[src/sv/utf8_bom_encoding_detector_macros.svh]
// assertion macros for the encoding detector
`ifndef UTF8_BOM_ENCODING_DETECTOR_MACROS_SVH
`define UTF8_BOM_ENCODING_DETECTOR_MACROS_SVH

`ifndef SYNTHESIS
// property must hold in the same cycle as its antecedent
`define UBED_ASSERT_SAME(lbl, clk, rst_n, ante, cons) \
    lbl: assert property (@(posedge clk) disable iff (!rst_n) (ante) |-> (cons)) \
        else $error("ubed assertion failed");
// property must hold in the cycle after its antecedent
`define UBED_ASSERT_NEXT(lbl, clk, rst_n, ante, cons) \
    lbl: assert property (@(posedge clk) disable iff (!rst_n) (ante) |=> (cons)) \
        else $error("ubed assertion failed");
`else
`define UBED_ASSERT_SAME(lbl, clk, rst_n, ante, cons)
`define UBED_ASSERT_NEXT(lbl, clk, rst_n, ante, cons)
`endif

`endif

[src/sv/ubed_pkg.sv]
package ubed_pkg;

    // one input item as it travels through the pipeline
    typedef struct packed {
        logic [7:0] data_byte;
        logic       byte_present;
        logic       last_item;
    } t_item;

    // lead byte decode result
    typedef struct packed {
        logic       err;
        logic [2:0] cont;
    } t_lead;

    // verdict codes
    localparam logic [2:0] V_UTF8     = 3'd0;
    localparam logic [2:0] V_UTF8_BOM = 3'd1;
    localparam logic [2:0] V_UTF16LE  = 3'd2;
    localparam logic [2:0] V_UTF16BE  = 3'd3;
    localparam logic [2:0] V_UNKNOWN  = 3'd4;

    // byte values used in detection
    localparam logic [7:0] B_EF = 8'hEF;
    localparam logic [7:0] B_BB = 8'hBB;
    localparam logic [7:0] B_BF = 8'hBF;
    localparam logic [7:0] B_FF = 8'hFF;
    localparam logic [7:0] B_FE = 8'hFE;
    localparam logic [7:0] B_C2 = 8'hC2;
    localparam logic [7:0] B_DF = 8'hDF;
    localparam logic [7:0] B_F7 = 8'hF7;
    localparam logic [7:0] B_FB = 8'hFB;
    localparam logic [7:0] B_FD = 8'hFD;
    localparam logic [7:0] B_7F = 8'h7F;
    localparam logic [7:0] B_80 = 8'h80;

    // classify a lead byte: continuation count or error
    function automatic t_lead lead_decode(input logic [7:0] b);
        t_lead r;
        r.err  = 1'b0;
        r.cont = 3'd0;
        if (b <= B_7F) begin
            r.cont = 3'd0;
        end else if (b < B_C2) begin
            r.err = 1'b1;
        end else if (b <= B_DF) begin
            r.cont = 3'd1;
        end else if (b <= B_EF) begin
            r.cont = 3'd2;
        end else if (b <= B_F7) begin
            r.cont = 3'd3;
        end else if (b <= B_FB) begin
            r.cont = 3'd4;
        end else if (b <= B_FD) begin
            r.cont = 3'd5;
        end else begin
            r.err = 1'b1;
        end
        return r;
    endfunction

endpackage

[src/sv/ubed_in_stage.sv]
module ubed_in_stage (
    input  logic           i_clk,
    input  logic           i_rst_n,
    input  logic           i_valid,
    input  ubed_pkg::t_item i_item,
    input  logic           i_advance,
    output logic           o_ready,
    output logic           o_valid,
    output ubed_pkg::t_item o_item
);
    import ubed_pkg::*;

    logic  r_valid;
    t_item r_item;

    // stage is free when empty or when its item moves on this cycle
    assign o_ready = !r_valid || i_advance;

    // valid flag
    always_ff @(posedge i_clk) begin
        if (!i_rst_n) begin
            r_valid <= 1'b0;
        end else if (o_ready) begin
            r_valid <= i_valid;
        end
    end

    // item payload
    always_ff @(posedge i_clk) begin
        if (o_ready && i_valid) begin
            r_item <= i_item;
        end
    end

    assign o_valid = r_valid;
    assign o_item  = r_item;
endmodule

[src/sv/ubed_scan.sv]
module ubed_scan (
    input  logic           i_clk,
    input  logic           i_rst_n,
    input  logic           i_take,
    input  ubed_pkg::t_item i_item,
    output logic           o_result_valid,
    output logic [2:0]     o_verdict
);
    import ubed_pkg::*;

    logic [23:0] r_head;
    logic [1:0]  r_seen;
    logic [2:0]  r_cont;
    logic        r_inv;
    logic [23:0] n_head;
    logic [1:0]  n_seen;
    logic [2:0]  n_cont;
    logic        n_inv;
    t_lead       lead;
    logic [7:0]  b;

    assign b    = i_item.data_byte;
    assign lead = lead_decode(b);

    // next stream state after this item's byte
    always_comb begin
        n_head = r_head;
        n_seen = r_seen;
        n_cont = r_cont;
        n_inv  = r_inv;
        if (i_item.byte_present) begin
            case (r_seen)
                2'd0: n_head[7:0]   = b;
                2'd1: n_head[15:8]  = b;
                2'd2: n_head[23:16] = b;
                default: ;
            endcase
            if (r_seen != 2'd3) begin
                n_seen = r_seen + 2'd1;
            end
            if (r_cont == 3'd0) begin
                if (lead.err) begin
                    n_inv = 1'b1;
                end else begin
                    n_cont = lead.cont;
                end
            end else if (b < B_80 || b > B_BF) begin
                n_inv  = 1'b1;
                n_cont = 3'd0;
            end else begin
                n_cont = r_cont - 3'd1;
            end
        end
    end

    // verdict from the head bytes, mark first
    always_comb begin
        if (n_head[7:0] == B_EF && n_head[15:8] == B_BB && n_head[23:16] == B_BF) begin
            o_verdict = V_UTF8_BOM;
        end else if (n_head[7:0] == B_FF && n_head[15:8] == B_FE) begin
            o_verdict = V_UTF16LE;
        end else if (n_head[7:0] == B_FE && n_head[15:8] == B_FF) begin
            o_verdict = V_UTF16BE;
        end else if (n_inv) begin
            o_verdict = V_UNKNOWN;
        end else begin
            o_verdict = V_UTF8;
        end
    end

    assign o_result_valid = i_take && i_item.last_item;

    // stream state, cleared after each verdict
    always_ff @(posedge i_clk) begin
        if (!i_rst_n) begin
            r_head <= '0;
            r_seen <= '0;
            r_cont <= '0;
            r_inv  <= 1'b0;
        end else if (i_take) begin
            if (i_item.last_item) begin
                r_head <= '0;
                r_seen <= '0;
                r_cont <= '0;
                r_inv  <= 1'b0;
            end else begin
                r_head <= n_head;
                r_seen <= n_seen;
                r_cont <= n_cont;
                r_inv  <= n_inv;
            end
        end
    end
endmodule

[src/sv/utf8_bom_encoding_detector.sv]
// Byte stream encoding detector.
// Input channel s_axis: one byte per item. tdata carries the byte, tuser
// says whether the byte is present (0 on an item that only ends the stream),
// tlast marks the final item of a stream.
// Output channel m_axis: one verdict per stream, sent for the item with tlast:
// 0 UTF-8, 1 UTF-8 with byte order mark, 2 UTF-16LE mark, 3 UTF-16BE mark,
// 4 unknown (a malformed UTF-8 sequence was seen). Items without tlast give
// no output.
// A verdict becomes valid on m_axis once its last item has been accepted and
// has passed the input register, then the scan logic into the result register.
// Throughput: one item per cycle, while no last item waits for the result register.
// Reset (synchronous, active low) empties both registers and clears the
// stream state; the next byte starts a new stream.
// When m_axis stalls, the result register holds its verdict; items without
// tlast keep flowing, and a further last item waits in the input register,
// which then holds s_axis_tready low until the verdict is taken.
module utf8_bom_encoding_detector (
    input  logic       i_clk,
    input  logic       i_rst_n,
    input  logic       s_axis_tvalid,
    output logic       s_axis_tready,
    input  logic [7:0] s_axis_tdata,   // [7:0] data_byte
    input  logic       s_axis_tuser,   // [0] byte_present
    input  logic       s_axis_tlast,   // last_item
    output logic       m_axis_tvalid,
    input  logic       m_axis_tready,
    output logic [7:0] m_axis_tdata    // [2:0] verdict, [7:3] zero
);
    import ubed_pkg::*;

`include "utf8_bom_encoding_detector_macros.svh"

    t_item      in_item;
    t_item      s1_item;
    logic       s1_valid;
    logic       s2_take;
    logic       out_free;
    logic       res_valid;
    logic [2:0] res_verdict;
    logic       r_out_valid;
    logic [2:0] r_out_verdict;

    assign in_item.data_byte    = s_axis_tdata;
    assign in_item.byte_present = s_axis_tuser;
    assign in_item.last_item    = s_axis_tlast;

    // output register can load when empty or being drained
    assign out_free = !r_out_valid || m_axis_tready;
    // a last item needs room for its verdict, others pass freely
    assign s2_take  = s1_valid && (!s1_item.last_item || out_free);

    ubed_in_stage u_in (
        .i_clk     (i_clk),
        .i_rst_n   (i_rst_n),
        .i_valid   (s_axis_tvalid),
        .i_item    (in_item),
        .i_advance (s2_take),
        .o_ready   (s_axis_tready),
        .o_valid   (s1_valid),
        .o_item    (s1_item)
    );

    ubed_scan u_scan (
        .i_clk          (i_clk),
        .i_rst_n        (i_rst_n),
        .i_take         (s2_take),
        .i_item         (s1_item),
        .o_result_valid (res_valid),
        .o_verdict      (res_verdict)
    );

    // result register valid
    always_ff @(posedge i_clk) begin
        if (!i_rst_n) begin
            r_out_valid <= 1'b0;
        end else if (out_free) begin
            r_out_valid <= res_valid;
        end
    end

    // result register payload
    always_ff @(posedge i_clk) begin
        if (out_free && res_valid) begin
            r_out_verdict <= res_verdict;
        end
    end

    assign m_axis_tvalid = r_out_valid;
    assign m_axis_tdata  = {5'd0, r_out_verdict};

    // checks
    `UBED_ASSERT_SAME(a_res_has_room, i_clk, i_rst_n, res_valid, out_free)
    `UBED_ASSERT_NEXT(a_res_loaded, i_clk, i_rst_n, res_valid, m_axis_tvalid)
    `UBED_ASSERT_NEXT(a_s1_holds, i_clk, i_rst_n, s1_valid && !s2_take,
        s1_valid && $stable(s1_item))
    `UBED_ASSERT_SAME(a_verdict_range, i_clk, i_rst_n, m_axis_tvalid,
        r_out_verdict <= V_UNKNOWN)
endmodule
[config.mk]
export PLATFORM = sky130hd
export DESIGN_NAME = utf8_bom_encoding_detector
export DESIGN_NICKNAME = d
export VERILOG_FILES = /design/src/sv/ubed_pkg.sv /design/src/sv/ubed_in_stage.sv /design/src/sv/ubed_scan.sv /design/src/sv/utf8_bom_encoding_detector.sv
export VERILOG_INCLUDE_DIRS = /design/src /design/src/sv
export SDC_FILE = /design/constraint.sdc
export NUM_CORES = 1
export LEC_CHECK = 0
export BUFFER_PORTS_ARGS = -buffer_cell sky130_fd_sc_hd__buf_2
export CORE_MARGIN = 8
export CORE_UTILIZATION = 31
export CTS_CLUSTER_DIAMETER = 80
export DETAILED_ROUTE_END_ITERATION = 10
export SYNTH_ARGS = -nofsm -noshare
export SYNTH_HDL_FRONTEND = slang
export SYNTH_SLANG_ARGS = --single-unit
[constraint.sdc]
create_clock -name i_clk -period 2.5 [get_ports i_clk]
set_input_delay 0.25 -clock i_clk [delete_from_list [all_inputs] [get_ports i_clk]]
set_output_delay 0.25 -clock i_clk [all_outputs]
set_load 0.02 [all_outputs]
; ---- After elaboration in Yosys (flattened, before gate mapping)
; Cells that the tools add are included.
[word_totals]
ff_bits = 45
latchBits = 0
ram_bits = 0
rom_bits = 0
in_bits = 14
output_inout_bits = 10
wordCells = 90
mem_count = 0
[classes]
add_sub_neg = 2
mul = 0
div = 0
magnitude_cmp = 9
eq_ne = 11
shift = 0
n_mux = 35
n_bitwise = 0
n_reduce_logical = 22
[op_table]
columns = operator, count
row1 = $eq A8 B8 Y1 const B, 7
row2 = $mux W24, 2
row3 = $le A8 B8 Y1 const B, 5
row4 = $mux W3, 13
row5 = $mux W8, 3
row6 = $lt A8 B8 Y1 const B, 2
row7 = $mux W1, 12
row8 = $mux W2, 5
row9 = $gt A8 B8 Y1 const B, 1
row10 = $le A8 B7 Y1 const B, 1
row11 = $logic_and A1 B1 Y1, 8
row12 = $reduce_and A3 Y1, 2
row13 = $logic_or A1 B1 Y1, 4
row14 = $reduce_bool A2 Y1, 2
row15 = $logic_not A1 Y1, 3
row16 = $logic_not A3 Y1, 1
row17 = $ne A3 B3 Y1 const B, 1
row18 = $reduce_or A3 Y1, 1
row19 = $sub A3 B1 Y3 const B, 1
row20 = $add A2 B1 Y2 const B, 1
row21 = $eq A2 B1 Y1 const B, 1
row22 = $eq A2 B2 Y1 const B, 1
row23 = $logic_not A2 Y1, 1
row24 = $ne A2 B2 Y1 const B, 1

; ---- Logic depth before layout (Yosys ltp)
; Gate-level depths: netlist of run 1.
[logic_depth]
depth_word = 14
ltp_mapped = 8
mapped_depth_nobuf = 7

; ---- Hierarchy
; A second synthesis of run 1 with hierarchy kept.
[hier_totals]
cells_unflattened = 245
area_unflattened_um2 = 2379.8
[modules_own_cells]
columns = mod, n_inst, cells_per_inst, area_per_inst_um2
row1 = ubed_scan, 1, 216, 1831.8
row2 = ubed_in_stage, 1, 15, 357.8
row3 = utf8_bom_encoding_detector, 1, 14, 190.2

; ---- Least setup slack after synthesis of run 1
; OpenSTA, ideal clock, no wires.
[synth_path]
kind = register to register
start = reg u_scan.r_seen[0]
end = reg r_out_verdict[0], data pin
arrival_time_ps = 1670
required_ps = 2245
setup_slack_ps = 574
path_stages_with_launch = 9
path_buffers = 1
cell_sequence = dfxtp_1 -> inv_1 -> ha_1 -> and2_1 -> clkbuf_1 -> mux2_2 -> o2111ai_1 -> o21ai_0 -> and3b_1
[synth_between]
elab_chain_cells = 7
[synth_rtl]
columns = item, line_no
row1 = from (decl), ubed_scan.sv:12  ; logic [1:0] r_seen;
row2 = from (signal assigned), ubed_scan.sv:88  ; r_seen <= n_seen;
row3 = $eq A2 B1 Y1 or $logic_not A2 Y1 (tied branches), ubed_scan.sv:32  ; case (r_seen)
row4 = $mux W8, ubed_scan.sv:32
row5 = $mux W24 (*), ubed_scan.sv:31  ; if (i_item.byte_present) begin
row6 = $eq A8 B8 Y1, ubed_scan.sv:62  ; end else if (n_head[7:0] == B_FE && n_head[15:8] == B_FF) begin
row7 = $logic_and A1 B1 Y1, ubed_scan.sv:62
row8 = $mux W2, ubed_scan.sv:62
row9 = $mux W2, ubed_scan.sv:60  ; end else if (n_head[7:0] == B_FF && n_head[15:8] == B_FE) begin
row10 = to (signal assigned), utf8_bom_encoding_detector.sv:84  ; r_out_verdict <= res_verdict;
row11 = to (decl), utf8_bom_encoding_detector.sv:41  ; logic [2:0] r_out_verdict;
; Every way passes the cells marked *; elsewhere a longest branch is shown, timed or not.
; A chain may end at the register's enable or synchronous reset.

; ---- Final worst setup path of run 1
[layout_path]
start = reg u_scan.r_seen[1]
end = reg r_out_verdict[1], data pin
; Same word-level chain as after synthesis.

==> qor.csv, run 1 <==
metric,value,unit
Slew Limit Headroom,61.9,%
Worst Hold Class,in -> reg,
post-synth top area cell,dfxtp_1,
DR iter-0 viols,150,
first-pass GRT wire length,8300,um
fin cells,350,
Die Ht,102,um
Setup-failing EPs final,0,
CP required,2.63,ns
post-route ant nets,0,
Worst setup SP type,register,
share of the synthesized area in the top cell type,27.8,%
Synth Cell Area,2310,um2
Inst Count DP,342,
Final Wtd Congestion,0.899,
crit end category,register,
final net count,270,
IO Port Bufs,18,
Peak supply drop,0.000272,V
Syn. warnings,0,
CTS HTree Levels,2,
Pint,0.00107,W
Residual DRC,0,
WL final,5030,um
combinational share of power,8.1,%
via density per instance,4.98,
Die W,102,um
post-DP HPWL,3670,um
Post-CTS Resized,0,
cells after synthesis,238,
antenna diode instance count,0,
Unique masters post-synth,48,
Max Clock Skew,0.00777,ns
Crit Path Category,reg -> reg,
Inserted Clock Buffers,5,
DP Area,2430,um2
Max Slew Vio Count,0,
#FFs+latches synth,45,
TritonRoute pass-1 iters,4,
"Hold Vio Cnt, Final",0,
die footprint,10500,um2
post-CTS setup buffers,0,
root buffer cell,clkbuf_8,
hold_buf cts,0,
period utilisation layout,83.8,%
CTS Sinks,45,
clock share of power,35.4,%
layout cell share with drive strength beyond 1,12.4,%
Flop pwr share,56.4,%
PD cells,552,nW/um2
initial antenna violation count,0,
aggregate global routing overflow,0,
min cycle time layout,2.09,ns
largest cells by area after synthesis,"dfxtp_1 (28%), edfxtp_1 (17%), nor2b_1 (9.0%)",
Switch Pwr,0.000334,W
Clock Tree Buf Depth,2,
vias in the first global route,1722,
outcome,"finished, final reports clean",
CTS tree,built,
Core ar.,7210,um2
Global Route Usage Sum,10.1,%
Fmax,0.477,GHz
DR vias,1743,
RSZ-0062 raised after global routing,no,
syn avg cell area,9.69,um2
"Seq/Total Area, Yosys",44.7,%
Wirelength per Cell,14.4,um
Worst-Skew Late Latency,0.29,ns
Pleak,0.880,nW
largest net degree at the start of global routing,36,
Worst Path Arrival,2.23,ns
Sw Ratio,23.9,%
worst-path fanout max,6,
Initial Util,32.0,%
worst slew pin tran,0.568,ns
IO Count,24,
Layout Area Growth over Synthesis,9.98,%
row cnt,31,
TNS Setup,0,ns
post-route cell area,2540,um2
"Core Util, Final",35.2,%
Worst-path clk slew,0.08,ns
# Max-Cap Violations,0,
## worst max-delay path, cell delays in order (launching register included)
cell	delay [ns]
dfxtp_1	0.35
inv_1	0.08
ha_1	0.22
and2_1	0.29
nand4_1	0.14
a22o_1	0.26
nor4_2	0.36
nor3b_1	0.22
## worst paths after layout
check	to	start	slack (ns)	cells past startpoint
min	u_in.o_item[3]	s_axis_tdata[1]	0.12	1
min reg2reg	u_scan.r_cont[1]	u_scan.r_cont[1]	0.47	2
max reg2reg	r_out_verdict[1]	u_scan.r_seen[1]	0.41	7
max	r_out_verdict[1]	u_scan.r_seen[1]	0.41	7
## kinds of logic (layout without fill, tap and decap cells)
kind of cell,count (synthesis),in the layout,synth area share (%)
AOI/OAI and AO/OA,51,51,15.7
xor gates and xnor gates,1,1,0.380
and+or+nand+nor,99,99,25.5
muxes,10,10,4.40
other,1,5,0.163
adders and majority gates,6,6,3.26
DFF,45,45,44.7
buffers and inverters,25,34,5.86
## through the flow
step,hold slack (ns),power (W),setup WS (ns)
final,0.124,0.00140,0.406
after global routing,0.116,0.00146,0.250
after CTS,0.116,0.00142,0.433
after detailed placement,0.430,0.000920,0.461
after global placement,0.428,0.000920,0.531
after floorplan,0.349,0.000892,0.574
## cell usage after synthesis (all sizes together)
library cell / instances
ha: 6
mux2i: 9
clkbuf: 6
o31ai: 2
a211o: 1
edfxtp: 13
mux2: 1
or4: 1
nor3: 5
nand3b: 2
a32o: 1
conb: 1
buf: 12
nand4: 7
o2111a: 1
a22oi: 21
a21o: 2
nand4b: 2
and3b: 2
nor2: 7
a21boi: 3
o2111ai: 1
nor4: 3
inv: 7
o21ai: 9
a21oi: 3
xnor2: 1
nor3b: 3
and2: 6
a22o: 1
nand2b: 5
and3: 3
nand3: 8
o22ai: 2
nand2: 12
a32oi: 1
dfxtp: 32
nor2b: 33
a31oi: 2
a211oi: 1
## metal layers
| layer | GRT usage [%] | wire length (um) | vias up |
|---|---|---|---|
| met1 | 12.9 | 2450 | 820 |
| met5 | 0 | 0 | - |
| li1 | - | - | 878 |
| met4 | 5.30 | 138 | 0 |
| met2 | 15.6 | 2250 | 37 |
| met3 | 2.25 | 196 | 8 |
## layout by cell type (no fill, tap or decap), types with 2 or more instances in the layout
master	count
nor2b_1	33
dfxtp_1	32
a22oi_1	21
buf_2	18
edfxtp_1	13
nand2_1	12
mux2i_1	9
nand3_1	8
inv_1	7
nor2_1	7
nand4_1	7
and2_1	6
ha_1	6
nor3_1	5
nand2b_1	5
o21ai_0	5
conb_1	5
clkbuf_8	5
o21ai_1	3
a21oi_1	3
nor3b_1	3
nand4b_1	2
nand3b_1	2
and3_1	2
o31ai_1	2
a21o_1	2
a21boi_0	2
a31oi_1	2
nor4_1	2
o22ai_1	2
and3b_1	2
## registers in the layout, summed over array words and instances, names as in the netlist
register / flops
m_axis_tvalid: 1
r_out_verdict: 3
u_in.o_item: 10
u_in.o_valid: 1
u_scan.r_cont: 3
u_scan.r_head: 24
u_scan.r_inv: 1
u_scan.r_seen: 2
## layout make-up
cell class | count | area, um2
Fill cell | 737 | 4680
Inverter | 7 | 26.3
Sequential cell | 45 | 1030
Multi-Input combinational cell | 172 | 1150
Clock buffer | 7 | 97.6
Tap cell | 99 | 124
Timing Repair Buffer | 19 | 97.6
Clock inverter | 1 | 5.00
## power by group through the flow
stage / Sequential [W] / Clock [W] / Combinational (W)
finish: 0.000790 / 0.000496 / 0.000114
global route: 0.000793 / 0.000540 / 0.000126
CTS: 0.000790 / 0.000514 / 0.000114
detailed placement: 0.000807 / 0 / 0.000113
global placement: 0.000807 / 0 / 0.000113
floorplan: 0.000795 / 0 / 0.0000970
Power figures use the tool's default switching activity.
==> inputs of run 2 (changes only) <==
--- a/config.mk
+++ b/config.mk
@@ -6,6 +6,7 @@
 export SDC_FILE = /design/constraint.sdc
 export NUM_CORES = 1
 export LEC_CHECK = 0
+export ABC_AREA = 1
 export BUFFER_PORTS_ARGS = -buffer_cell sky130_fd_sc_hd__buf_2
 export CORE_MARGIN = 8
 export CORE_UTILIZATION = 31
==> constraint.sdc (replaced) <==
create_clock -name i_clk -period 1.9 [get_ports i_clk]
set_input_delay 0.19 -clock i_clk [delete_from_list [all_inputs] [get_ports i_clk]]
set_output_delay 0.19 -clock i_clk [all_outputs]
set_load 0.02 [all_outputs]
==> run 2 against run 1 <==
Against the previous run: largest cell class unchanged; count of clock-buffer cells in the layout fell by 2; clock skew shrank 0.0026 ns; routed wire length grew 14%; setup slack got worse by 0.34 ns; clock power up 19%; die area rose by 2.9%; via count rose by 29%; global-route usage grew 0.58 points; non-clock buffer count is 13 higher; register-to-register slack got worse by 0.34 ns; final cell count is 37% higher; total power grew 31%; critical endpoint is now r_out_verdict[2].
==> qor.csv, run 2 <==
metric,value,unit
Sw Ratio,27.2,%
uppermost layer routed,met4,
CP Cell Sequence,inv_2 -> ha_4 -> buf_6 -> nand3_1 -> nand2_1 -> a21oi_1 -> nand2_1 -> nor2_2 -> nand3_1 -> nand2_1 -> nor2_1,
clock share of power,32.1,%
largest net degree at the start of global routing,28,
IO Port Bufs,18,
Residual DRC,0,
fin cells,480,
min cycle time layout,1.83,ns
"leading cell types in the layout, fill and taps excluded","nand2_1 (112), inv_1 (34), nor2_1 (32)",
Post-synth ARST share,0,%
share of the synthesized area in the top cell type,26.9,%
DR iter-0 viols,127,
top-count cell post-synth,nand2_1,
CTS Sinks,45,
hold_buf cts,0,
crit-path max cell delay,0.39,ns
initial antenna violation count,0,
CP required,1.95,ns
# Max-Cap Violations,0,
Final Wtd Congestion,0.872,
via density per instance,4.69,
post-route cell area,2870,um2
PD cells,638,nW/um2
"commonest non-fill, non-tap cell in the layout",nand2_1,
Switch Pwr,0.000498,W
Pint,0.00134,W
met3 WL,289,um
Final Total Pwr,0.00183,W
Crit Path Category,reg -> reg,
layout cell share with drive strength beyond 1,18.3,%
largest cells by area after synthesis,"dfxtp_1 (27%), nand2_1 (20%), edfxtp_1 (16%)",
Worst-Skew Late Latency,0.30,ns
Worst setup SP type,register,
max reg flops,24,
Clock Tree Buf Depth,2,
combinational share of power,11.2,%
Unique masters post-synth,22,
Core ar.,7610,um2
Initial Util,31.3,%
Post-synth top cells,"nand2_1 (126), nor2_1 (39), inv_1 (36), dfxtp_1 (32), nand3_1 (29)",
Synth Flop Type,dfxtp_1,
CP max stage cell,dfxtp_2,
Post-synth EDFFs,13,
row cnt,32,
Pleak,1.20,nW
CTS tree,built,
post-synth top area cell,dfxtp_1,
die footprint,10800,um2
Die Ht,104,um
DR vias,2250,
Syn. warnings,0,
Top reg by flops,u_scan.r_head,
Top Family by Delay on Critical Path,simple AND/OR/NAND/NOR gates,
outcome,"finished, final reports clean",
Peak supply drop,0.000362,V
Setup-failing EPs final,0,
Global Route Usage Sum,10.7,%
#FFs+latches synth,45,
DP Area,2620,um2
"Seq/Total Area, Yosys",43.2,%
Max Clock Skew,0.00516,ns
CTS HTree Levels,2,
Inserted Clock Buffers,5,
Hold Slack,0.0617,ns
FF-to-FF Start,u_scan.r_seen[1],
Die W,104,um
cells after synthesis,351,
WL final,5730,um
Worst-path clk slew,0.08,ns
period utilisation layout,96.3,%
final net count,397,
M1 WL,2680,um
Layout Area Growth over Synthesis,20.5,%
crit path from,u_scan.r_seen[1],
Worst Path Arrival,1.88,ns
crit-path most repeated cell,nand2_1,
TNS Setup,0,ns
crit end category,register,
vias in the first global route,2169,
Fmax,0.547,GHz
Synth Cell Area,2380,um2
Hold Startpoint,s_axis_tdata[4],
Wirelength per Cell,11.9,um
IO Count,24,
"Hold Vio Cnt, Final",0,
first-pass GRT wire length,9780,um
Inst Count DP,469,
antenna diode instance count,0,
Max Slew Vio Count,0,
"Buf+Inv Stages, Crit Path",2,
post-DP HPWL,4210,um
root buffer cell,clkbuf_8,
wire length on met2,2670,um
post-route ant nets,0,
aggregate global routing overflow,0,
TritonRoute pass-1 iters,4,
Worst Hold Class,in -> reg,
syn avg cell area,6.79,um2
Flop pwr share,56.6,%
worst-path fanout max,9,
==> run 2: metal layers <==
metal	up-vias	global-route usage [%]
met5	-	0
met4	0	3.62
met3	13	2.66
met2	59	17.8
met1	1017	13.2
li1	1161	-
==> run 2: power groups by stage <==
stage	clock network, W	logic [W]	registers [W]
finish	0.000589	0.000206	0.00104
global route	0.000644	0.000234	0.00104
CTS	0.000608	0.000192	0.00104
detailed placement	0	0.000190	0.00106
global placement	0	0.000188	0.00106
floorplan	0	0.000140	0.00105
==> run 2: layout make-up <==
cell class	instances	area, um2
clock buffer	5	68.8
clock inverter	3	17.5
fill	819	4730
inverter	36	138
multi-input combinational	257	1250
sequential	45	1040
tap	102	128
timing repair buffer	32	233
==> run 2: worst paths after layout <==
kind                            depth (start not counted)                end  slack (ns)
worst max-delay path                                   11   r_out_verdict[2]        0.07
worst min-delay path                                    1     u_in.o_item[6]        0.06
worst max register to register                         11   r_out_verdict[2]        0.07
worst min register to register                          2  u_scan.r_head[14]        0.47
==> run 2: cell families after synthesis <==
logic type                 share of synthesized area, %
adders and majority gates                          3.15
buffers and inverters                              9.60
DFF                                                43.2
other                                             0.157
AOI/OAI and AO/OA                                  10.2
xor gates and xnor gates                          0.367
and+or+nand+nor                                    33.3
==> run 2: per-stage QoR <==
| stage | setup slack [ns] | util (%) |
|---|---|---|
| after floorplan | 0.122 | - |
| after global placement | -0.0311 | 34.4 |
| after detailed placement | -0.0231 | 34.4 |
| after CTS | 0.0144 | 35.6 |
| after global routing | -0.0525 | 37.8 |
| final | 0.0705 | 37.8 |
==> run 2: what timing repair did <==
item | 4_1_cts | 5_1_grt
endpoints found under the setup margin | 1 | 3
setup buffers | 0 | 2
gates resized for setup | 2 | 42
pin swaps | 0 | 7
gates cloned | 0 | 1
endpoints found under the hold margin | 0 | 0
==> inputs of run 3 (changes only) <==
==> constraint.sdc (replaced) <==
create_clock -name i_clk -period 1.77 [get_ports i_clk]
set_input_delay 0.177 -clock i_clk [delete_from_list [all_inputs] [get_ports i_clk]]
set_output_delay 0.177 -clock i_clk [all_outputs]
set_load 0.02 [all_outputs]
==> run 3 against run 2 <==
Against the previous run: the run now ends with setup timing left; combinational power increased by 36%; count of clock-buffer cells in the layout unchanged; clock power increased by 38%; setup slack got worse by 0.14 ns; via count increased by 6.8%; fmax decreased by 0.44%; sequential share of layout area decreased by 3.6 points; global-route usage increased by 0.22 points; die area unchanged; clock skew increased by 0.0027 ns; final cell count increased by 3.8%; non-clock buffer count increased by 17; critical endpoint unchanged.
==> qor.csv, run 3 (same netlist as run 2, synthesis figures left out) <==
metric,value,unit
post-DP HPWL,4260,um
Setup-failing EPs final,2,
"Core Util, Final",42.0,%
Place WS,-0.0712,ns
Inst Count DP,473,
Wirelength per Cell,13.4,um
Pleak,1.33,nW
clock share of power,36.9,%
CTS tree,built,
Worst-path clk slew,0.10,ns
WL final,6700,um
die footprint,10800,um2
combinational share of power,12.7,%
Inserted Clock Buffers,5,
via density per instance,4.82,
DR vias,2402,
Crit Path Category,reg -> reg,
Residual DRC,0,
Core ar.,7610,um2
"commonest non-fill, non-tap cell in the layout",nand2_1,
Worst Path Arrival,1.89,ns
vias in the first global route,2211,
Die Ht,104,um
Max Slew Vio Count,0,
Switch Pwr,0.000590,W
DR iter-0 viols,180,
root buffer cell,clkbuf_8,
worst-path fanout max,8,
IO Port Bufs,18,
PD cells,691,nW/um2
Final Total Pwr,0.00221,W
Fmax,0.544,GHz
crit end category,register,
aggregate global routing overflow,0,
CTS HTree Levels,2,
initial antenna violation count,0,
TNS Setup,-0.0815,ns
Layout Area Growth over Synthesis,34.1,%
RSZ-0062 raised after global routing,yes,
final net count,415,
"leading cell types in the layout, fill and taps excluded","nand2_1 (93), inv_1 (34), nand2_2 (30), dfxtp_1 (30), nor2_1 (26)",
failing checks,setup timing,
Global Route Usage Sum,10.9,%
fin cells,498,
layout cell share with drive strength beyond 1,32.1,%
max reg flops,24,
TritonRoute pass-1 iters,4,
Initial Util,31.3,%
IO Count,24,
Pint,0.00162,W
Worst Hold Class,in -> reg,
# Max-Cap Violations,0,
Worst-Skew Late Latency,0.30,ns
Peak supply drop,0.000392,V
Top reg by flops,u_scan.r_head,
Flop pwr share,50.4,%
Clock Tree Buf Depth,2,
Max Clock Skew,0.00789,ns
Die W,104,um
min cycle time layout,1.84,ns
Setup WS post-layout,-0.0677,ns
Final Wtd Congestion,0.880,
CTS Sinks,45,
post-route ant nets,0,
hold_buf cts,0,
Worst setup SP type,register,
largest net degree at the start of global routing,28,
first-pass GRT wire length,10000,um
antenna diode instance count,0,
"Hold Vio Cnt, Final",0,
period utilisation layout,104,%
row cnt,32,
CP required,1.82,ns
Sw Ratio,26.7,%
outcome,"finished, violations left",
run 3: cell count changes in the layout (fill, tap and decap cells not counted), moves of 4 or more:
cell,before,now
nand2_1,112,93
nand2_2,11,30
buf_4,10,22
nand3_1,29,21
nand3_2,0,7
buf_6,2,8
nor2_1,32,26
o21ai_2,0,6
nor2_2,8,13
o21ai_1,5,1
run 3: per-layer routing:
layer	GRT usage [%]	share of wire, %
met5	0	0
met2	17.9	49
met3	2.54	7.3
met4	3.10	2.6
met1	14.0	41
run 3: repair_timing:
item,CTS,global route
resized for setup,21,81
setup buffers,1,12
hold endpoints to repair,0,0
endpoints found under the setup margin,2,4
gates cloned,1,3
pin swaps,6,32
run 3: through the flow:
step,hold slack [ns],area (um2)
3_3_place_gp,0.354,2640
4_1_cts,0.0362,2830
3_5_place_dp,0.355,2640
5_1_grt,0.0344,3200
6_report,0.0422,3200
2_1_floorplan,0.276,2400
run 3: critical path, cell delays in order, from the launching register on:
cell and delay (ns):
edfxtp_1 0.55, buf_6 0.20, nand2_8 0.09, nand2_1 0.11, nand2_2 0.10, nand2_1 0.06
nor2_1 0.10, nand2_1 0.07, nor2_2 0.14, nor2_2 0.06, nand2_1 0.07, nor2_1 0.04
run 3: final timing paths:
path | from | cells after the start | slack, ns | end
worst min-delay path | s_axis_tdata[1] | 1 | 0.04 | u_in.o_item[3]
worst max-delay path | u_in.o_item[1] | 11 | -0.07 | r_out_verdict[2]
worst min register to register | u_scan.r_head[2] | 2 | 0.47 | u_scan.r_head[2]
worst max register to register | u_in.o_item[1] | 11 | -0.07 | r_out_verdict[2]
run 3: cell type report:
type / instances / area [um2]
clock inverter: 3 / 47.5
sequential: 45 / 1040
fill: 760 / 4410
tap: 102 / 128
inverter: 36 / 140
clock buffer: 5 / 68.8
timing repair buffer: 49 / 360
multi-input combinational: 258 / 1420
run 3: power groups by stage:
| stage | Combinational (W) | Sequential [W] | Clock, W |
|---|---|---|---|
| after detailed placement | 0.000213 | 0.00114 | 0 |
| after floorplan | 0.000150 | 0.00113 | 0 |
| after global routing | 0.000311 | 0.00112 | 0.000855 |
| final | 0.000280 | 0.00111 | 0.000815 |
| after global placement | 0.000212 | 0.00114 | 0 |
| after CTS | 0.000221 | 0.00111 | 0.000823 |
